===== src/hdl/inna_fifo.sv =====
// small queue between the front end and the back end
module inna_fifo #(
  parameter int unsigned WIDTH = 8,
  parameter int unsigned DEPTH = 2
) (
  input  logic             clk_i,
  input  logic             rst_ni,
  input  logic             push_i,
  input  logic [WIDTH-1:0] wdata_i,
  output logic             full_o,
  input  logic             pop_i,
  output logic             valid_o,
  output logic [WIDTH-1:0] rdata_o
);

  localparam int unsigned PtrW = (DEPTH > 1) ? $clog2(DEPTH) : 1;
  localparam int unsigned CntW = $clog2(DEPTH + 1);

  logic [WIDTH-1:0] slot_q [DEPTH];
  logic [PtrW-1:0]  wr_ptr_q, rd_ptr_q;
  logic [CntW-1:0]  count_q;

  assign full_o  = (count_q == CntW'(DEPTH));
  assign valid_o = (count_q != '0);
  assign rdata_o = slot_q[rd_ptr_q];

  always_ff @(posedge clk_i or negedge rst_ni) begin
    if (!rst_ni) begin
      wr_ptr_q <= '0;
      rd_ptr_q <= '0;
      count_q  <= '0;
    end else begin
      if (push_i) begin
        wr_ptr_q <= (wr_ptr_q == PtrW'(DEPTH - 1)) ? '0 : wr_ptr_q + PtrW'(1);
      end
      if (pop_i) begin
        rd_ptr_q <= (rd_ptr_q == PtrW'(DEPTH - 1)) ? '0 : rd_ptr_q + PtrW'(1);
      end
      if (push_i && !pop_i) begin
        count_q <= count_q + CntW'(1);
      end else if (pop_i && !push_i) begin
        count_q <= count_q - CntW'(1);
      end
    end
  end

  always_ff @(posedge clk_i) begin
    if (push_i) begin
      slot_q[wr_ptr_q] <= wdata_i;
    end
  end

endmodule


===== config.mk =====
export PLATFORM = sky130hd
export DESIGN_NAME = inna_fifo
export DESIGN_NICKNAME = d
export VERILOG_FILES = /design/src/hdl/inna_fifo.sv
export SDC_FILE = /design/constraint.sdc
export NUM_CORES = 1
export LEC_CHECK = 0
export BUFFER_PORTS_ARGS = -buffer_cell sky130_fd_sc_hd__buf_2
export CORE_UTILIZATION = 39
export DETAILED_ROUTE_END_ITERATION = 10
export GPL_ROUTABILITY_DRIVEN = 0
export PLACE_DENSITY_LB_ADDON = 0.25
export SETUP_SLACK_MARGIN = 0.15
export SLEW_MARGIN = 10
export SYNTH_ARGS = -nofsm -noshare
export SYNTH_HDL_FRONTEND = slang
export SYNTH_SLANG_ARGS = --single-unit

===== constraint.sdc =====
create_clock -name clk_i -period 1.2 [get_ports clk_i]
set_input_delay 0.24 -clock clk_i [delete_from_list [all_inputs] [get_ports clk_i]]
set_output_delay 0.24 -clock clk_i [all_outputs]
set_load 0.005 [all_outputs]

**After elaboration in Yosys (flattened, before gate mapping)**

Memory sizes are Yosys's and may differ from the RTL's.
Index checks and enable logic that the tools add are counted.

- $add $sub $neg: 4
- Equality and inequality tests: 1
- Mux-type cells: 6
- Reductions and logical operators: 6

Operator list:

| cell | number |
|---|---|
| $mux W1 | 4 |
| $mux W2 | 2 |
| $reduce_bool A2 Y1 | 2 |
| $add A1 B1 Y1 const B | 2 |
| $add A2 B1 Y2 const B | 1 |
| $eq A2 B2 Y1 const B | 1 |
| $logic_and A1 B1 Y1 | 2 |
| $logic_not A1 Y1 | 2 |
| $sub A2 B1 Y2 const B | 1 |

- Bits in registers: 4
- Bits in writable memories: 16
- Input port bits: 12
- Output and inout port bits: 10
- Word-level logic and storage cells: 21
- Memories: 1

Memories:

| memory | words | bits a word | rd ports | clocked after Yosys merged registers in | write ports | RTL line | RTL |
|---|---|---|---|---|---|---|---|
| slot_q | 2 | 8 | 1 | 0 | 1 | 19 | `logic [WIDTH-1:0] slot_q [DEPTH];` |

**Logic depth before layout (Yosys ltp)**

Gate-level depths: netlist of run 1.

- Depth in word-level cells: 4
- Depth in mapped cells: 5
- Depth with buffers taken out: 5

**Worst setup path after synthesis of run 1**

No wires, ideal clock.

- Path kind: flip-flop to flip-flop
- Start point: register wr_ptr_q
- End point: memory slot_q[0][0], enable pin
- Arrival: 0.789 ns
- Slack: 0.038 ns
- Stages on the path, launching flop included: 2
- Path through: dfrtp_1 nor2b_1

RTL lines:

| what | RTL line | RTL |
|---|---|---|
| start: declaration | 20 | `logic [PtrW-1:0] wr_ptr_q, rd_ptr_q;` |
| start signal: assignment | 34 | `wr_ptr_q <= (wr_ptr_q == PtrW'(DEPTH - 1)) ? '0 : wr_ptr_q + PtrW'(1);` |
| end: declaration | 19 |  |

No word-level cell before the write port.

**Worst setup path in the final report of run 1**

- Start point: register rd_ptr_q
- End point: output port rdata_o[7]

- Longest elaborated chain between the ends: 1

Ends and longest elaborated chain:

| what | RTL line | RTL |
|---|---|---|
| start: declaration | 20 |  |
| start signal: assignment | 37 | `rd_ptr_q <= (rd_ptr_q == PtrW'(DEPTH - 1)) ? '0 : rd_ptr_q + PtrW'(1);` |
| $mem_v2 Z2 W8 | -- |  |
| end: declaration | 13 | `output logic [WIDTH-1:0] rdata_o` |

Every way passes these cells.

==> flow_summary.json, run 1 <==
{
  "r2r_setup_slack_ns": 0.16,
  "seqPwrFrac": 0.455,
  "root_buffer": "clkbuf_4",
  "cp_slowest_cell": "dfrtp_2",
  "max_freq_mhz": 672,
  "synth.distinct_cells": 13,
  "powerDensity_nw_per_um2": 2170,
  "pwr-share-comb": 0.381,
  "clk_pin_slew_ns": 0.10,
  "synth_area_leaders": "edfxtp_1 62%, dfrtp_1 13%, mux2_2 12%, xor2_1 4.5%, ha_1 1.6%",
  "worst_skew_pair.late_latency_ns": 0.28,
  "holdPathEnd": "rd_ptr_q$_DFFE_PN0P_",
  "drtIter0Drc": 5,
  "yosysTopAreaCellShare": 0.621,
  "synth_seq_area_share": 0.751,
  "setup_violations": 10,
  "ys.warnings.count": 0,
  "grt_max_degree": 12,
  "finalMaxSlewViolations": 0,
  "grt_pass1_wl_um": 1730,
  "drv_cap": 0,
  "numCtsBuffers": 3,
  "area.sequential_um2": 582,
  "p_sw_mw": 0.580,
  "holdPathStages": 2,
  "p_sw_frac": 0.258,
  "critPathMaxFanout": 5,
  "wl_per_cell_um": 11.5,
  "cp.arrival_ns": 1.25,
  "path_class": "flip-flop to output port",
  "fin_area_um2": 1040,
  "rsz0062_at_grt": "true",
  "cts.sinks": 20,
  "synthesis.area_um2": 773,
  "synth_nets": 54,
  "dp_hpwl_um": 800,
  "cts_tree": "built",
  "status": "complete, but fails checks",
  "io_pins": 22,
  "drc": 0,
  "syn_inst": 41,
  "layout-drive-gt1-share": 0.613,
  "hold_path.class": "input port to flip-flop",
  "firstDrtPassIters": 2,
  "core_um2": 1780,
  "htree_levels": 1,
  "crit_chain": "buf_6, mux2_2, buf_2",
  "violations": "setup timing",
  "reg2reg_to": "rd_ptr_q$_DFFE_PN0P_",
  "rows": 15,
  "routed_wl_um": 1150,
  "diodes": 0,
  "multi_input_area_um2": 183,
  "finalCriticalPeriod_ns": 1.49,
  "p_leak_nw": 0.437,
  "via_count": 429,
  "max_slew_margin": 0.912,
  "initial_core_util": 0.434,
  "grt-ovfl-total": 0,
  "die_w_um": 46.5,
  "area_growth_pct": 34.3,
  "p_int_mw": 1.67,
  "cp-start-kind": "flip-flop",
  "synth_common_cells": "16 x edfxtp_1, 8 x mux2_2, 4 x dfrtp_1, 4 x xor2_1",
  "viasPerCell": 4.29,
  "pwr-share-clk": 0.164,
  "io_buffer_count": 21,
  "die_area_um2": 2160,
  "synth.most_common_cell": "edfxtp_1",
  "tns_ns": -2.37,
  "setup_ws_ns": -0.288,
  "worstRegToRegCells": 4,
  "critPathRequiredTime_ns": 0.96,
  "place_area_um2": 931,
  "holdWs_ns": 0.128,
  "grt_antenna_before_repair": 0,
  "worstMarginPinSlew_ns": 0.132,
  "synth_enable_flop_cells": 16,
  "async_flop_share": 0.200,
  "nNetsFinal": 89,
  "fillCellCount": 156,
  "r2r_start": "rd_ptr_q$_DFFE_PN0P_",
  "ant_nets": 0,
  "hold_viol": 0,
  "grtUsageTotal": 0.125,
  "syn_avg_cell_area_um2": 18.9,
  "finalClockSkew_ns": 0.00126,
  "grt_pass1_vias": 396,
  "ys.flop_type": "edfxtp_1",
  "die_h_um": 46.5,
  "yosys.area.top_type": "edfxtp_1",
  "irDropWorstVdd_v": 0.00124,
  "clockBufferDepth": 2,
  "worstHoldStart": "pop_i",
  "timing.final.crit_share": 1.24,
  "synth_seq_cells": 20,
  "slowest_delay_ns": 0.39,
  "endpoint_kind": "output port"
}
[area by class of cell]
type	instances	share of cell area
Tap cell	25	0.0301
Inverter	1	0.00361
Multi-Input combinational cell	19	0.176
Clock buffer	4	0.0349
Sequential cell	20	0.560
Timing Repair Buffer	31	0.195
[metrics by stage]
stage	utilization	worst slack, ns	power, mW	cells
floorplan	-	0.180	1.42	41
global placement	0.522	-0.0727	1.66	90
detailed placement	0.522	-0.0913	1.67	90
global route	0.582	-0.342	2.38	100
finish	0.582	-0.288	2.25	100
CTS	0.573	-0.302	2.22	99
[timing repair]
item | CTS | global route
hold endpoints to repair | 4 | 0
buffers inserted | 4 | 1
pin swaps | 0 | 0
endpoints found under the setup margin | 10 | 11
resized for setup | 6 | 2
hold buffers | 1 | 0
cloned | 0 | 0
[layout by cell type (no fill, tap or decap), types with 3 or more instances in the layout]
cell type and instances:
buf_6 4, xor2_1 4, mux2_2 8, buf_2 19, clkbuf_4 3, buf_4 7
dfrtp_1 3, edfxtp_1 16
[how the worst max path moves through the flow]
stage | from | to | slack, ns | cells past startpoint
global placement | rd_ptr_q$_DFFE_PN0P_ | rdata_o[7] | -0.07 | 2
CTS | rd_ptr_q$_DFFE_PN0P_ | rdata_o[5] | -0.30 | 3
finish | rd_ptr_q$_DFFE_PN0P_ | rdata_o[7] | -0.29 | 3
global route | rd_ptr_q$_DFFE_PN0P_ | rdata_o[7] | -0.34 | 3
floorplan | rd_ptr_q$_DFFE_PN0P_ | rdata_o[0] | 0.18 | 2
detailed placement | rd_ptr_q$_DFFE_PN0P_ | rdata_o[7] | -0.09 | 2
[logic make-up after synthesis]
| logic type | synth area share |
|---|---|
| xor gates and xnor gates | 0.0566 |
| adders and majority gates | 0.0162 |
| buffers and inverters | 0.0194 |
| DFF | 0.751 |
| muxes | 0.117 |
| and+or+nand+nor | 0.0405 |
[per-layer routing]
metal,vias up,GRT usage,share of wire
met2,13,0.194,0.48
li1,215,-,-
met3,0,0.0471,0.049
met1,201,0.162,0.47
met5,-,0,0
met4,0,0.0353,0
[critical path, delay by kind of cell (launching register included)]
| family | cells | cell delay (ns) |
|---|---|---|
| buf+inv | 2 | 0.25 |
| flops | 1 | 0.39 |
| mux | 1 | 0.33 |
[sequential cells by signal, indices dropped and copies added, names as in the netlist]
| signal | count |
|---|---|
| count_q | 2 |
| rd_ptr_q | 1 |
| slot_q | 16 |
| wr_ptr_q | 1 |
[power by group through the flow]
stage	clock (mW)	sequential (mW)	combinational, mW
after floorplan	0	1.02	0.404
after global placement	0	1.08	0.584
after detailed placement	0	1.08	0.591
after CTS	0.384	1.02	0.813
after global routing	0.420	1.04	0.926
final	0.369	1.02	0.857
Power figures use the tool's default switching activity.
==> run 2, diff against run 1 <==
--- a/config.mk
+++ b/config.mk
@@ -5,9 +5,9 @@
 export SDC_FILE = /design/constraint.sdc
 export NUM_CORES = 1
 export LEC_CHECK = 0
-export BUFFER_PORTS_ARGS = -buffer_cell sky130_fd_sc_hd__buf_2
-export CORE_UTILIZATION = 39
+export CORE_UTILIZATION = 45
 export DETAILED_ROUTE_END_ITERATION = 10
+export DONT_BUFFER_PORTS = 1
 export GPL_ROUTABILITY_DRIVEN = 0
 export PLACE_DENSITY_LB_ADDON = 0.25
 export SETUP_SLACK_MARGIN = 0.15
==> flow_summary.json, run 2 (synthesis results as in run 1) <==
{
  "worst_skew_pair.late_latency_ns": 0.30,
  "grt_pass1_wl_um": 1730,
  "setup_ws_ns": -0.214,
  "grtUsageMet1": 0.159,
  "die_area_um2": 1890,
  "place_area_um2": 800,
  "die_h_um": 43.5,
  "finalMaxSlewViolations": 0,
  "critPathRequiredTime_ns": 0.96,
  "tns_ns": -1.65,
  "drtIter0Drc": 9,
  "fin_area_um2": 967,
  "powerDensity_nw_per_um2": 2110,
  "fillCellCount": 122,
  "wl_per_cell_um": 16.5,
  "rows": 14,
  "dp_hpwl_um": 785,
  "violations": "DRC, setup timing",
  "worstMarginPinSlew_ns": 0.197,
  "max_freq_mhz": 707,
  "grt_max_degree": 12,
  "gr-usage-met3": 0.0583,
  "use_met2": 0.221,
  "numCtsBuffers": 3,
  "nNetsFinal": 73,
  "hold_viol": 0,
  "grt_antenna_before_repair": 0,
  "cp.arrival_ns": 1.17,
  "total_power_mw": 2.05,
  "critPathMaxFanout": 5,
  "cts_tree": "built",
  "cts.sinks": 20,
  "r2r_setup_slack_ns": 0.17,
  "grt_pass1_vias": 380,
  "viasPerCell": 5.21,
  "htree_levels": 1,
  "initial_core_util": 0.496,
  "die_w_um": 43.5,
  "finalClockSkew_ns": 0.00446,
  "top_regs": "slot_q: 16 flops, count_q: 2 flops",
  "grt.busiest_layer": "met2",
  "io_buffer_count": 0,
  "grtUsageTotal": 0.141,
  "firstDrtPassIters": 7,
  "setup_violations": 8,
  "path_class": "flip-flop to output port",
  "final_cell_mix": "16 x edfxtp_1, 8 x mux2_2, 8 x dlygate4sd3_1",
  "holdWs_ns": 0.0319,
  "drv_cap": 0,
  "rsz0062_at_grt": "true",
  "hold_path.class": "input port to flip-flop",
  "finalCriticalPeriod_ns": 1.41,
  "top_register": "slot_q",
  "root_buffer": "clkbuf_4",
  "io_pins": 22,
  "diodes": 0,
  "p_leak_nw": 0.366,
  "endpoint_kind": "output port",
  "routed_wl_um": 1230,
  "largest_reg_flops": 16,
  "timing.final.crit_share": 1.18,
  "clk_pin_slew_ns": 0.10,
  "max_slew_margin": 0.869,
  "ant_nets": 0,
  "via_count": 391,
  "area_growth_pct": 25.1,
  "clockBufferDepth": 2,
  "cp-start-kind": "flip-flop",
  "final_common_cell": "edfxtp_1",
  "drc": 6,
  "status": "complete, but fails checks",
  "layout-drive-gt1-share": 0.407,
  "irDropWorstVdd_v": 0.00124,
  "grt-ovfl-total": 0,
  "core_um2": 1560,
  "preCtsSetupSlack_ns": 0.00143
}
[run 2: changes by cell type in the layout (fill, tap and decap cells not counted), sizes merged]
| cell | previous run | this run |
|---|---|---|
| dlygate4sd3 | 1 | 8 |
| buf | 30 | 7 |
[run 2: repair_timing]
| action | CTS | global route |
|---|---|---|
| setup buffers | 5 | 0 |
| hold buffers | 2 | 6 |
| endpoints found under the hold margin | 5 | 10 |
| endpoints found under the setup margin | 18 | 11 |
| pin swaps | 1 | 3 |
| resized for setup | 6 | 3 |
[run 2: path summary, 6_finish.rpt]
check	depth (start not counted)	from	end
min	0	wdata_i[2]	slot_q[1][2]$_DFFE_PP_
max	2	rd_ptr_q$_DFFE_PN0P_	rdata_o[2]
min reg2reg	1	wr_ptr_q$_DFFE_PN0P_	wr_ptr_q$_DFFE_PN0P_
max in group asynchronous	1	rst_ni	rd_ptr_q$_DFFE_PN0P_
min in group asynchronous	1	rst_ni	wr_ptr_q$_DFFE_PN0P_
max reg2reg	2	wr_ptr_q$_DFFE_PN0P_	slot_q[0][2]$_DFFE_PP_
[run 2: per-layer routing]
| metal | part of all wire | vias up |
|---|---|---|
| met5 | 0 | - |
| li1 | - | 184 |
| met2 | 0.50 | 16 |
| met3 | 0.070 | 4 |
| met4 | 0.019 | 0 |
| met1 | 0.41 | 187 |
[run 2: through the flow]
stage / std cells / utilization
3_3_place_gp: 58 / 0.513
2_1_floorplan: 41 / -
5_1_grt: 75 / 0.620
4_1_cts: 69 / 0.572
6_report: 75 / 0.620
3_5_place_dp: 58 / 0.513
[run 2: worst max-delay path, stage by stage (launching register included)]
cell	delay [ns]
dfrtp_2	0.40
buf_6	0.13
mux2_2	0.35
[run 2: layout make-up]
| class | count | area, um2 | area share |
|---|---|---|---|
| multi-input cells | 19 | 191 | 0.198 |
| flip-flops and latches | 20 | 582 | 0.602 |
| repair buffers | 15 | 144 | 0.149 |
| inverters | 1 | 3.75 | 0.00388 |
| clock buffers | 4 | 26.3 | 0.0272 |
| well taps | 16 | 20.0 | 0.0207 |
[run 2: report_power, final]
group          internal (mW)  switching [mW]
Combinational          0.404           0.287
Sequential             0.946          0.0832
Clock                  0.130           0.197
